`src/rtl/core/multi_heap_slot_allocator_assert.svh`:
```
// Assertion macros shared by the slot allocator RTL.
`ifndef MULTI_HEAP_SLOT_ALLOCATOR_ASSERT_SVH
`define MULTI_HEAP_SLOT_ALLOCATOR_ASSERT_SVH

// Same-cycle implication, disabled while reset is low.
`define MHSA_ASSERT_NOW(lbl, clk, rst_n, ante, cons, msg) \
    lbl: assert property (@(posedge clk) disable iff (!rst_n) (ante) |-> (cons)) \
        else $error(msg);

// Next-cycle implication, disabled while reset is low.
`define MHSA_ASSERT_NEXT(lbl, clk, rst_n, ante, cons, msg) \
    lbl: assert property (@(posedge clk) disable iff (!rst_n) (ante) |=> (cons)) \
        else $error(msg);

`endif

```
`src/rtl/core/mhsa_pkg.sv`:
```
// Types, constants and codes shared by the slot allocator modules.
package mhsa_pkg;

    localparam int MHSA_MAX_HEAPS      = 8;
    localparam int MHSA_SLOTS_PER_HEAP = 256;
    localparam int MAP_WORD_W          = 64;
    localparam int MAP_POS_W           = 6;
    localparam int CFG_W               = 9;
    localparam int COUNT_MAX           = 511;
    localparam int STRIDE_MAX          = 256;
    localparam int SPH_RESET           = 256;
    localparam int STRIDE_RESET        = 32;

    localparam int IN_TDATA_W  = 16;
    localparam int IN_TUSER_W  = 1;
    localparam int OUT_TDATA_W = 32;
    localparam int OUT_TUSER_W = 2;
    localparam int HEAP_W      = 3;
    localparam int SLOT_W      = 8;
    localparam int OFFSET_W    = 16;

    typedef enum logic [1:0] {
        STAT_OK,
        STAT_NO_SLOT,
        STAT_BAD_FREE,
        STAT_DOUBLE_FREE
    } t_status;

    typedef enum logic {
        REQ_ALLOC,
        REQ_FREE
    } t_req;

    typedef enum logic {
        CFG_SLOTS_PER_HEAP,
        CFG_DESC_STRIDE
    } t_cfg_idx;

    typedef enum logic [2:0] {
        S_IDLE,
        S_SCAN_HEAP,
        S_SCAN_WORD,
        S_CLEAR,
        S_FREE_WORD,
        S_DONE
    } t_state;

    // result of the find-first-zero unit
    typedef struct packed {
        logic                 hit;
        logic [MAP_POS_W-1:0] pos;
    } t_ffz;

endpackage

```
`src/rtl/core/multi_heap_slot_allocator.sv`:
```
// Top level of the multi-heap first-fit slot allocator.
//
// Requests arrive as words on the s_axis channel: tuser says allocate or
// free, tdata carries the heap and slot to free. Each request yields one
// result word on m_axis: tuser holds the status, tdata the granted heap,
// slot, byte offset and the opened-heap flag. Two registers (slots per
// heap, descriptor stride) are written through the plain cfg port, by the
// user only while the block is idle; the block itself does not enforce it.
// Timing: one request is in flight at a time; s_axis_tready is high only
// while idle. A free reads its bitmap word and writes it back; one rejected
// for a bad heap or slot goes straight to the result. An allocate passes
// over heaps whose count is zero and reads bitmap words one at a time (a heap
// whose count proves stale costs its reads too); opening a new heap clears
// its ceil(SLOTS_PER_HEAP/64) bitmap words instead of the word reads. The
// result word turns valid in the same cycle that tready rises again. The
// single bitmap RAM port and the find-first-zero unit set this sequence.
// Reset clears the heap count and free counts and restores the register
// defaults; the bitmap RAM needs no clearing as a heap's words are zeroed
// when it is opened. A stalled receiver holds the result in the output
// register; a new request is still taken, but its result waits behind it.
`include "multi_heap_slot_allocator_assert.svh"

module multi_heap_slot_allocator #(
    parameter int MAX_HEAPS      = mhsa_pkg::MHSA_MAX_HEAPS,
    parameter int SLOTS_PER_HEAP = mhsa_pkg::MHSA_SLOTS_PER_HEAP
) (
    input  logic                               i_clk,
    input  logic                               i_rst_n,
    // configuration writes
    input  logic                               i_cfg_we,
    input  logic                               i_cfg_addr,
    input  logic [mhsa_pkg::CFG_W-1:0]         i_cfg_wdata,
    // request channel
    input  logic                               s_axis_tvalid,
    output logic                               s_axis_tready,
    input  logic [mhsa_pkg::IN_TDATA_W-1:0]    s_axis_tdata,  // heap_number[2:0], slot_number[10:3]
    input  logic [mhsa_pkg::IN_TUSER_W-1:0]    s_axis_tuser,  // req_type[0]
    // result channel
    output logic                               m_axis_tvalid,
    input  logic                               m_axis_tready,
    output logic [mhsa_pkg::OUT_TDATA_W-1:0]   m_axis_tdata,  // granted_heap[2:0], granted_slot[10:3],
                                                              // byte_offset[26:11], opened_heap[27]
    output logic [mhsa_pkg::OUT_TUSER_W-1:0]   m_axis_tuser   // status[1:0]
);
    import mhsa_pkg::*;

    localparam int WORDS = (SLOTS_PER_HEAP + MAP_WORD_W - 1) / MAP_WORD_W;
    localparam int DEPTH = MAX_HEAPS * WORDS;
    localparam int AW    = (DEPTH > 1) ? $clog2(DEPTH) : 1;
    localparam int OW    = $clog2(MAX_HEAPS + 1);
    localparam int HW    = (MAX_HEAPS > 1) ? $clog2(MAX_HEAPS) : 1;
    localparam int SW    = ($clog2(SLOTS_PER_HEAP + 1) > CFG_W) ?
                           $clog2(SLOTS_PER_HEAP + 1) : CFG_W;
    localparam int IW    = SW + 1;
    localparam int WCW   = $clog2(WORDS + 1);
    localparam int CMPW  = (OW > HEAP_W) ? OW : HEAP_W;
    localparam int PW    = IW + CFG_W;

    // control state
    t_state              r_state, n_state;
    logic [OW-1:0]       r_heaps_open, n_heaps_open;
    logic [SW-1:0]       r_count [MAX_HEAPS];
    logic [SW-1:0]       n_count [MAX_HEAPS];
    logic [CFG_W-1:0]    r_cfg_sph, r_cfg_stride;
    logic                r_out_valid, n_out_valid;

    // working registers of the current request
    logic [SW-1:0]       r_sph, n_sph;
    logic [CFG_W-1:0]    r_stride, n_stride;
    logic [OW-1:0]       r_heap, n_heap;
    logic [WCW-1:0]      r_word, n_word;
    logic [SLOT_W-1:0]   r_slot, n_slot;
    logic [IW-1:0]       r_found, n_found;
    t_status             r_status, n_status;
    logic                r_opened, n_opened;
    logic                r_is_free, n_is_free;

    // output register
    t_status             r_out_status, n_out_status;
    logic [HEAP_W-1:0]   r_out_heap, n_out_heap;
    logic [SLOT_W-1:0]   r_out_slot, n_out_slot;
    logic [OFFSET_W-1:0] r_out_offset, n_out_offset;
    logic                r_out_opened, n_out_opened;

    // bitmap RAM
    logic                  ram_we, ram_re;
    logic [AW-1:0]         ram_waddr, ram_raddr;
    logic [MAP_WORD_W-1:0] ram_wdata, ram_rdata;

    logic [SW-1:0]       c_sph;
    logic [CFG_W-1:0]    c_stride;
    logic [HEAP_W-1:0]   c_in_heap;
    logic [SLOT_W-1:0]   c_in_slot;
    logic [WCW-1:0]      c_word_next;
    logic [IW-1:0]       c_base, c_idx;
    t_ffz                c_ffz;
    logic [PW-1:0]       c_prod;
    logic                c_out_free;

    function automatic logic [AW-1:0] f_addr(input logic [OW-1:0] h, input logic [WCW-1:0] w);
        return AW'(h) * AW'(WORDS) + AW'(w);
    endfunction

    assign c_in_heap = s_axis_tdata[HEAP_W-1:0];
    assign c_in_slot = s_axis_tdata[HEAP_W +: SLOT_W];

    // registers are used saturated: zero acts as one, above range as the maximum
    always_comb begin
        if (r_cfg_sph == '0) begin
            c_sph = SW'(1);
        end else if (SW'(r_cfg_sph) > SW'(SLOTS_PER_HEAP)) begin
            c_sph = SW'(SLOTS_PER_HEAP);
        end else begin
            c_sph = SW'(r_cfg_sph);
        end
        if (r_cfg_stride == '0) begin
            c_stride = CFG_W'(1);
        end else if (r_cfg_stride > CFG_W'(STRIDE_MAX)) begin
            c_stride = CFG_W'(STRIDE_MAX);
        end else begin
            c_stride = r_cfg_stride;
        end
    end

    assign c_base      = IW'(r_word) << MAP_POS_W;
    assign c_word_next = r_word + WCW'(1);
    assign c_prod      = PW'(r_found) * PW'(r_stride);
    assign c_out_free  = !r_out_valid || m_axis_tready;

    mhsa_scan #(
        .IW (IW)
    ) u_scan (
        .i_word  (ram_rdata),
        .i_base  (c_base),
        .i_limit (IW'(r_sph)),
        .o_res   (c_ffz),
        .o_idx   (c_idx)
    );

    mhsa_ram #(
        .WIDTH (MAP_WORD_W),
        .DEPTH (DEPTH)
    ) u_map (
        .i_clk   (i_clk),
        .i_we    (ram_we),
        .i_waddr (ram_waddr),
        .i_wdata (ram_wdata),
        .i_re    (ram_re),
        .i_raddr (ram_raddr),
        .o_rdata (ram_rdata)
    );

    // sequencer: next state, datapath updates, RAM controls
    always_comb begin
        n_state      = r_state;
        n_heaps_open = r_heaps_open;
        n_count      = r_count;
        n_sph        = r_sph;
        n_stride     = r_stride;
        n_heap       = r_heap;
        n_word       = r_word;
        n_slot       = r_slot;
        n_found      = r_found;
        n_status     = r_status;
        n_opened     = r_opened;
        n_is_free    = r_is_free;
        n_out_valid  = r_out_valid && !m_axis_tready;
        n_out_status = r_out_status;
        n_out_heap   = r_out_heap;
        n_out_slot   = r_out_slot;
        n_out_offset = r_out_offset;
        n_out_opened = r_out_opened;
        ram_we       = 1'b0;
        ram_waddr    = f_addr(r_heap, r_word);
        ram_wdata    = '0;
        ram_re       = 1'b0;
        ram_raddr    = f_addr(r_heap, r_word);
        s_axis_tready = 1'b0;

        case (r_state)
            S_IDLE: begin
                s_axis_tready = 1'b1;
                if (s_axis_tvalid) begin
                    n_sph     = c_sph;
                    n_stride  = c_stride;
                    n_found   = '0;
                    n_opened  = 1'b0;
                    n_status  = STAT_OK;
                    n_is_free = (s_axis_tuser[0] == REQ_FREE);
                    if (s_axis_tuser[0] == REQ_FREE) begin
                        n_slot = c_in_slot;
                        n_heap = OW'(c_in_heap);
                        n_word = WCW'(c_in_slot >> MAP_POS_W);
                        if ((CMPW'(c_in_heap) >= CMPW'(r_heaps_open)) ||
                            (SW'(c_in_slot) >= c_sph)) begin
                            n_status = STAT_BAD_FREE;
                            n_state  = S_DONE;
                        end else begin
                            ram_re    = 1'b1;
                            ram_raddr = f_addr(OW'(c_in_heap),
                                               WCW'(c_in_slot >> MAP_POS_W));
                            n_state   = S_FREE_WORD;
                        end
                    end else begin
                        n_heap  = '0;
                        n_state = S_SCAN_HEAP;
                    end
                end
            end

            S_SCAN_HEAP: begin
                if (r_heap < r_heaps_open) begin
                    if (r_count[r_heap[HW-1:0]] == '0) begin
                        n_heap = r_heap + OW'(1);
                    end else begin
                        n_word    = '0;
                        ram_re    = 1'b1;
                        ram_raddr = f_addr(r_heap, '0);
                        n_state   = S_SCAN_WORD;
                    end
                end else if (r_heaps_open == OW'(MAX_HEAPS)) begin
                    n_status = STAT_NO_SLOT;
                    n_state  = S_DONE;
                end else begin
                    // every open heap is full: open the next one
                    n_word  = '0;
                    n_state = S_CLEAR;
                end
            end

            S_SCAN_WORD: begin
                if (c_ffz.hit) begin
                    ram_we    = 1'b1;
                    ram_wdata = ram_rdata | (MAP_WORD_W'(1) << c_ffz.pos);
                    n_count[r_heap[HW-1:0]] = r_count[r_heap[HW-1:0]] - SW'(1);
                    n_found   = c_idx;
                    n_state   = S_DONE;
                end else if ((c_word_next < WCW'(WORDS)) &&
                             ((IW'(c_word_next) << MAP_POS_W) < IW'(r_sph))) begin
                    n_word    = c_word_next;
                    ram_re    = 1'b1;
                    ram_raddr = f_addr(r_heap, c_word_next);
                end else begin
                    // nothing free below the limit: count was stale
                    n_count[r_heap[HW-1:0]] = '0;
                    n_heap  = r_heap + OW'(1);
                    n_state = S_SCAN_HEAP;
                end
            end

            S_CLEAR: begin
                ram_we    = 1'b1;
                ram_wdata = (r_word == '0) ? MAP_WORD_W'(1) : '0;
                if (c_word_next == WCW'(WORDS)) begin
                    n_heaps_open = r_heaps_open + OW'(1);
                    n_count[r_heap[HW-1:0]] = r_sph - SW'(1);
                    n_found  = '0;
                    n_opened = 1'b1;
                    n_state  = S_DONE;
                end else begin
                    n_word = c_word_next;
                end
            end

            S_FREE_WORD: begin
                if (!ram_rdata[r_slot[MAP_POS_W-1:0]]) begin
                    n_status = STAT_DOUBLE_FREE;
                end else begin
                    ram_we    = 1'b1;
                    ram_wdata = ram_rdata & ~(MAP_WORD_W'(1) << r_slot[MAP_POS_W-1:0]);
                    if (r_count[r_heap[HW-1:0]] < SW'(COUNT_MAX)) begin
                        n_count[r_heap[HW-1:0]] = r_count[r_heap[HW-1:0]] + SW'(1);
                    end
                end
                n_state = S_DONE;
            end

            S_DONE: begin
                if (c_out_free) begin
                    n_out_valid  = 1'b1;
                    n_out_status = r_status;
                    if (r_status == STAT_OK && !r_is_free) begin
                        n_out_heap   = HEAP_W'(r_heap);
                        n_out_slot   = r_found[SLOT_W-1:0];
                        n_out_offset = c_prod[OFFSET_W-1:0];
                        n_out_opened = r_opened;
                    end else begin
                        n_out_heap   = '0;
                        n_out_slot   = '0;
                        n_out_offset = '0;
                        n_out_opened = 1'b0;
                    end
                    n_state = S_IDLE;
                end
            end

            default: begin
                n_state = S_IDLE;
            end
        endcase
    end

    always_ff @(posedge i_clk) begin
        if (!i_rst_n) begin
            r_state      <= S_IDLE;
            r_heaps_open <= '0;
            r_out_valid  <= 1'b0;
            r_cfg_sph    <= CFG_W'(SPH_RESET);
            r_cfg_stride <= CFG_W'(STRIDE_RESET);
            for (int h = 0; h < MAX_HEAPS; h++) begin
                r_count[h] <= '0;
            end
        end else begin
            r_state      <= n_state;
            r_heaps_open <= n_heaps_open;
            r_out_valid  <= n_out_valid;
            r_count      <= n_count;
            if (i_cfg_we) begin
                case (i_cfg_addr)
                    CFG_SLOTS_PER_HEAP: r_cfg_sph    <= i_cfg_wdata;
                    CFG_DESC_STRIDE:    r_cfg_stride <= i_cfg_wdata;
                    default: ;
                endcase
            end
        end
    end

    always_ff @(posedge i_clk) begin
        r_sph        <= n_sph;
        r_stride     <= n_stride;
        r_heap       <= n_heap;
        r_word       <= n_word;
        r_slot       <= n_slot;
        r_found      <= n_found;
        r_status     <= n_status;
        r_opened     <= n_opened;
        r_is_free    <= n_is_free;
        r_out_status <= n_out_status;
        r_out_heap   <= n_out_heap;
        r_out_slot   <= n_out_slot;
        r_out_offset <= n_out_offset;
        r_out_opened <= n_out_opened;
    end

    assign m_axis_tvalid = r_out_valid;
    assign m_axis_tuser  = r_out_status;
    assign m_axis_tdata  = {(OUT_TDATA_W - HEAP_W - SLOT_W - OFFSET_W - 1)'(0),
                            r_out_opened, r_out_offset, r_out_slot, r_out_heap};

    `MHSA_ASSERT_NEXT(a_one_in_flight, i_clk, i_rst_n,
        s_axis_tvalid && s_axis_tready, !s_axis_tready,
        "request taken while another is in flight")
    `MHSA_ASSERT_NOW(a_heaps_bounded, i_clk, i_rst_n,
        1'b1, r_heaps_open <= OW'(MAX_HEAPS),
        "more heaps open than exist")
    `MHSA_ASSERT_NOW(a_exhaust_all_open, i_clk, i_rst_n,
        r_out_valid && (r_out_status == STAT_NO_SLOT), r_heaps_open == OW'(MAX_HEAPS),
        "exhaustion reported with a heap still unopened")
    `MHSA_ASSERT_NOW(a_open_gives_slot0, i_clk, i_rst_n,
        r_out_valid && r_out_opened, (r_out_slot == '0) && (r_out_offset == '0),
        "new heap did not grant its first slot")

endmodule

```
`src/rtl/core/mhsa_ram.sv`:
```
// Generic simple dual-port RAM with registered read.
module mhsa_ram #(
    parameter int WIDTH = 64,
    parameter int DEPTH = 32,
    localparam int AW   = (DEPTH > 1) ? $clog2(DEPTH) : 1
) (
    input  logic             i_clk,
    input  logic             i_we,
    input  logic [AW-1:0]    i_waddr,
    input  logic [WIDTH-1:0] i_wdata,
    input  logic             i_re,
    input  logic [AW-1:0]    i_raddr,
    output logic [WIDTH-1:0] o_rdata
);

    logic [WIDTH-1:0] r_mem [DEPTH];
    logic [WIDTH-1:0] r_rdata;

    always_ff @(posedge i_clk) begin
        if (i_we) begin
            r_mem[i_waddr] <= i_wdata;
        end
        if (i_re) begin
            r_rdata <= r_mem[i_raddr];
        end
    end

    assign o_rdata = r_rdata;

endmodule

```
`src/rtl/core/mhsa_scan.sv`:
```
// Find-first-zero unit: lowest free slot of one bitmap word, bounded by the slot limit.
module mhsa_scan #(
    parameter int IW = 10
) (
    input  logic [mhsa_pkg::MAP_WORD_W-1:0] i_word,
    input  logic [IW-1:0]                   i_base,
    input  logic [IW-1:0]                   i_limit,
    output mhsa_pkg::t_ffz                  o_res,
    output logic [IW-1:0]                   o_idx
);
    import mhsa_pkg::*;

    logic                 c_any;
    logic [MAP_POS_W-1:0] c_pos;

    // priority pick, lowest clear bit wins
    always_comb begin
        c_any = 1'b0;
        c_pos = '0;
        for (int i = MAP_WORD_W - 1; i >= 0; i--) begin
            if (!i_word[i]) begin
                c_any = 1'b1;
                c_pos = MAP_POS_W'(i);
            end
        end
    end

    assign o_idx     = i_base + IW'(c_pos);
    assign o_res.pos = c_pos;
    assign o_res.hit = c_any && (o_idx < i_limit);

endmodule
```
`config.mk`:
```
export PLATFORM = sky130hd
export DESIGN_NAME = multi_heap_slot_allocator
export DESIGN_NICKNAME = d
export VERILOG_FILES = /design/src/rtl/core/mhsa_pkg.sv /design/src/rtl/core/multi_heap_slot_allocator.sv /design/src/rtl/core/mhsa_ram.sv /design/src/rtl/core/mhsa_scan.sv
export VERILOG_INCLUDE_DIRS = /design/src /design/src/rtl/core
export SDC_FILE = /design/constraint.sdc
export NUM_CORES = 2
export LEC_CHECK = 0
export BUFFER_PORTS_ARGS = -buffer_cell sky130_fd_sc_hd__buf_2
export CAP_MARGIN = 0
export CORE_MARGIN = 2
export CORE_UTILIZATION = 40
export DETAILED_ROUTE_END_ITERATION = 8
export GPL_TIMING_DRIVEN = 1
export PLACE_DENSITY = 0.66
export RECOVER_POWER = 25
export SLEW_MARGIN = 30
export SYNTH_ARGS = -nofsm -noshare
export SYNTH_HDL_FRONTEND = slang
export SYNTH_HIERARCHICAL = 1
export SYNTH_SLANG_ARGS = --single-unit
export TNS_END_PERCENT = 5
```
`constraint.sdc`:
```
create_clock -name i_clk -period 10.3 [get_ports i_clk]
set_input_delay 1.03 -clock i_clk [delete_from_list [all_inputs] [get_ports i_clk]]
set_output_delay 1.03 -clock i_clk [all_outputs]
set_load 0.05 [all_outputs]
```
==> run summary <==
=================================================================================
CTS clock-pin slew for the worst setup and hold paths ..............      0.07 ns
Number of fill cells in the layout .................................        19773
Largest net degree at the start of global routing ..................          102
TNS Setup ..........................................................         0 ns
Leak pwr ...........................................................      34.0 nW
Top cells by area, synth ........................................... sky130_fd_sc_hd__edfxtp_1 69%, sky130_fd_sc_hd__mux4_2 15%, sky130_fd_sc_hd__dfxtp_1 2.1%, sky130_fd_sc_hd__fa_1 1.2%, sky130_fd_sc_hd__mux2i_1 1.1%
Antenna Nets Post-Route ............................................            0
TritonCTS sink count ...............................................         2285
Type of element launching the critical path ........................         flop
Sum of net half-perimeters after detailed placement ................       131 mm
Setup Buffers After CTS ............................................            0
Number of warning messages in the yosys log ........................            6
Number of hold violations in the final report ......................            0
Final design area excluding fillers ................................ 107000 sq um
Cells after synthesis ..............................................         4899
Synth cell types ...................................................           90
Detailed Route Iter0 Violations ....................................         6297
Main flop type after synthesis ..................................... sky130_fd_sc_hd__edfxtp_1
Total area of multi-input combinational cells ......................  25800 sq um
Power density of the placed cells ..................................  356 nW/um^2
Global-route congestion overflow total .............................            0
Setup slack at placement ...........................................      2.49 ns
Avg Cell Area, Syn .................................................   19.3 sq um
Global placer's final weighted congestion ..........................        0.945
Buffer type at the clock tree root ................................. sky130_fd_sc_hd__clkbuf_16
Synth-to-layout area growth ........................................        12.9%
Area of the core region ............................................ 235000 sq um
Headroom to the max-slew limit .....................................       -0.577
Top fanout value on the critical path ..............................           83
Required time at the endpoint of the critical path .................     10.90 ns
Worst ir drop on vdd ...............................................       492 uV
Type of the tightest min-delay check ...............................       in2reg
Share of the yosys chip area belonging to registers ................        0.715
Die boundary height ................................................  490 microns
Number of antenna violations at the first check in global routing ..            3
Number of clock buffers inserted by TritonCTS ......................          220
Vias per inst ......................................................         5.90
Worst-case clock buffer depth ......................................            3
Endpoint kind of the worst setup timing path .......................         flop
Count of max-cap constraint violations .............................            9
Effective utilization at floorplan .................................        0.402
Final period utilization ...........................................        0.868
Slew at the pin with the worst max-slew slack ......................      2.37 ns
Crit path kind .....................................................      reg2reg
Net total in the final layout ......................................         5258
Count of buffers inserted at the top-level ports ...................           58
Sequential Area ....................................................  67600 sq um
Number of top-level pins ...........................................           68
Drt first pass iters ...............................................            6
Cell area after placement ..........................................  99900 sq um
Fraction of final layout cells with drive strength greater than 1 ..        0.240
Total number of placement rows .....................................          178
Status ............................................................. finished with violations
Vias in the first global route .....................................        49371
Total standard cell area after synthesis ...........................  94500 sq um
Avg WL per Cell .................................................... 29.2 microns
Final max-slew violation count .....................................          298
Final Worst Setup Slack ............................................      1.36 ns
Number of levels in the clock H-tree ...............................            4
Maximum clock frequency ............................................      112 MHz
Total DRC errors in the routed layout ..............................            0
Fraction of synthesized cell area taken by the top area cell type ..        0.695
Clock Skews ........................................................    0.0493 ns
Count of flip-flops with a built-in enable after synthesis .........         2187
Register-to-register path setup slack ..............................      1.36 ns
Post-synthesis async set-or-reset flop share .......................            0
Failing checks ..................................................... capacitance limit, slew limit
Die Area ........................................................... 240000 sq um
Wire length of the first global-routing pass .......................       352 mm
Via Count ..........................................................        49760
Critical Path AT ...................................................      9.54 ns
Width of the chip ..................................................  490 microns
Overall global routing resource usage ..............................        0.201
Total length of routed wires .......................................       246 mm
CTS tree ...........................................................         done
Source-to-sink clock delay at the later pin of the worst-skew pair .      0.89 ns
Top cell type by total area after synthesis ........................ sky130_fd_sc_hd__edfxtp_1
Post-CTS resize count ..............................................            0
Final critical path time including I/O delays and setup ............      8.94 ns
Hold-fix buffers, CTS ..............................................            0
RSZ-0062 raised after global routing ...............................        false
Number of register bits inferred by synthesis ......................         2285
Final setup violation count ........................................            0
=================================================================================
[report_power, final]
group          total, W  switching, W  leakage, nW  internal (W)
combinational    0.0176       0.00948         9.49       0.00814
clock           0.00802       0.00345         3.50       0.00457
sequential       0.0123      0.000692         21.0        0.0116
[flip-flops by register name, summed over array words and instances, names as in the netlist, 3 cells and up, named ones only]
register	count
r_heaps_open	4
r_slot	6
r_heap	4
r_state	3
u_map/r_mem	2048
r_out_slot	8
r_word	3
r_out_offset	16
r_stride	9
u_map/o_rdata	64
r_out_heap	3
r_cfg_stride	9
r_count	8
r_found	10
r_cfg_sph	9
r_sph	9
[layer usage]
layer | GRT usage | routed length (microns) | vias to the layer above
met2 | 0.320 | 117000 | 2270
met5 | 0 | 0 | -
met1 | 0.288 | 103000 | 26760
met3 | 0.0321 | 19600 | 396
met4 | 0.0562 | 6740 | 0
li1 | - | - | 20334
[worst max-delay path, cell delays in order, from the launching register on]
cell,delay (ns)
sky130_fd_sc_hd__edfxtp_1,0.62
sky130_fd_sc_hd__and4_1,0.27
sky130_fd_sc_hd__o21ai_0,0.18
sky130_fd_sc_hd__a21oi_1,0.09
sky130_fd_sc_hd__o21ai_0,0.19
sky130_fd_sc_hd__a21oi_1,0.13
sky130_fd_sc_hd__o41ai_1,1.70
sky130_fd_sc_hd__ha_1,0.36
sky130_fd_sc_hd__xor2_1,0.25
sky130_fd_sc_hd__ha_1,0.22
sky130_fd_sc_hd__a211o_1,0.10
sky130_fd_sc_hd__o211ai_1,0.09
sky130_fd_sc_hd__a21oi_1,0.14
sky130_fd_sc_hd__o31ai_1,0.07
sky130_fd_sc_hd__and3_1,0.31
sky130_fd_sc_hd__nor3_1,0.84
sky130_fd_sc_hd__a221oi_1,0.29
sky130_fd_sc_hd__a32oi_4,0.90
sky130_fd_sc_hd__buf_12,0.52
sky130_fd_sc_hd__mux4_2,0.42
sky130_fd_sc_hd__mux4_2,0.50
sky130_fd_sc_hd__mux2_2,0.35
[synthesized netlist by cell type, types with 17 or more instances]
cell type and n:
sky130_fd_sc_hd__mux2_2 80, sky130_fd_sc_hd__nor3_1 31, sky130_fd_sc_hd__nand2_1 232, sky130_fd_sc_hd__nand4_1 23, sky130_fd_sc_hd__nor2b_1 22, sky130_fd_sc_hd__inv_1 140
sky130_fd_sc_hd__fa_1 56, sky130_fd_sc_hd__dfxtp_1 98, sky130_fd_sc_hd__and3_1 23, sky130_fd_sc_hd__nand2b_1 37, sky130_fd_sc_hd__mux4_2 618, sky130_fd_sc_hd__nand3_1 52
sky130_fd_sc_hd__mux2i_1 103, sky130_fd_sc_hd__o21ai_0 133, sky130_fd_sc_hd__xnor2_1 31, sky130_fd_sc_hd__a21oi_1 205, sky130_fd_sc_hd__buf_4 27, sky130_fd_sc_hd__buf_1 19
sky130_fd_sc_hd__clkbuf_1 127, sky130_fd_sc_hd__edfxtp_1 2187, sky130_fd_sc_hd__and2_1 84, sky130_fd_sc_hd__ha_1 76, sky130_fd_sc_hd__buf_2 76, sky130_fd_sc_hd__nor2_1 136
sky130_fd_sc_hd__a21o_1 17
[final cells by class]
type	count	area share
clock buffers	270	0.0539
diodes	1	0.0000234
inverters	142	0.00501
clock inverters	142	0.0131
multi-input cells	2227	0.242
repair buffers	218	0.0152
flip-flops and latches	2285	0.634
well taps	3150	0.0369
[path summary, 6_finish.rpt]
kind | startpoint | end | cells past startpoint
setup / recovery | u_map/o_rdata[63]$_DFFE_PP_ | u_map/o_rdata[22]$_DFFE_PP_ | 21
hold / removal | s_axis_tdata[3] | r_slot[0]$_DFFE_PP_ | 1
setup reg to reg | u_map/o_rdata[63]$_DFFE_PP_ | u_map/o_rdata[22]$_DFFE_PP_ | 21
hold reg to reg | flop | flop | 2
[cell families (layout without fill, tap and decap cells)]
| family | after synthesis | in the layout | share of synthesized area |
|---|---|---|---|
| xor gates and xnor gates | 43 | 43 | 0.00398 |
| buffers and inverters | 399 | 772 | 0.0186 |
| adders and majority gates | 132 | 132 | 0.0219 |
| muxes | 806 | 806 | 0.169 |
| and+or+nand+nor | 704 | 704 | 0.0369 |
| other | 1 | 14 | 0.0000397 |
| DFF | 2285 | 2285 | 0.715 |
| AOI/OAI and AO/OA | 529 | 529 | 0.0344 |
[cells in the final DEF (no fill, tap or decap), types with 103 or more instances in the layout]
master | netlist | routed
sky130_fd_sc_hd__edfxtp_1 | 2187 | 2187
sky130_fd_sc_hd__mux4_2 | 618 | 618
sky130_fd_sc_hd__nand2_1 | 232 | 231
sky130_fd_sc_hd__clkbuf_16 | 0 | 222
sky130_fd_sc_hd__a21oi_1 | 205 | 161
sky130_fd_sc_hd__inv_1 | 140 | 139
sky130_fd_sc_hd__o21ai_0 | 133 | 134
sky130_fd_sc_hd__clkbuf_1 | 127 | 125
sky130_fd_sc_hd__nor2_1 | 136 | 109
sky130_fd_sc_hd__mux2i_1 | 103 | 103
[through the flow]
step / utilization / total power, W / cells / hold slack [ns]
2_1_floorplan: - / 0.0250 / 4911 / 0.431
3_3_place_gp: 0.423 / 0.0300 / 8018 / 0.440
3_5_place_dp: 0.425 / 0.0302 / 8020 / 0.449
4_1_cts: 0.455 / 0.0383 / 8432 / 0.297
5_1_grt: 0.454 / 0.0397 / 8435 / 0.378
6_report: 0.454 / 0.0380 / 8435 / 0.389
(Power assumes the default switching activity.)
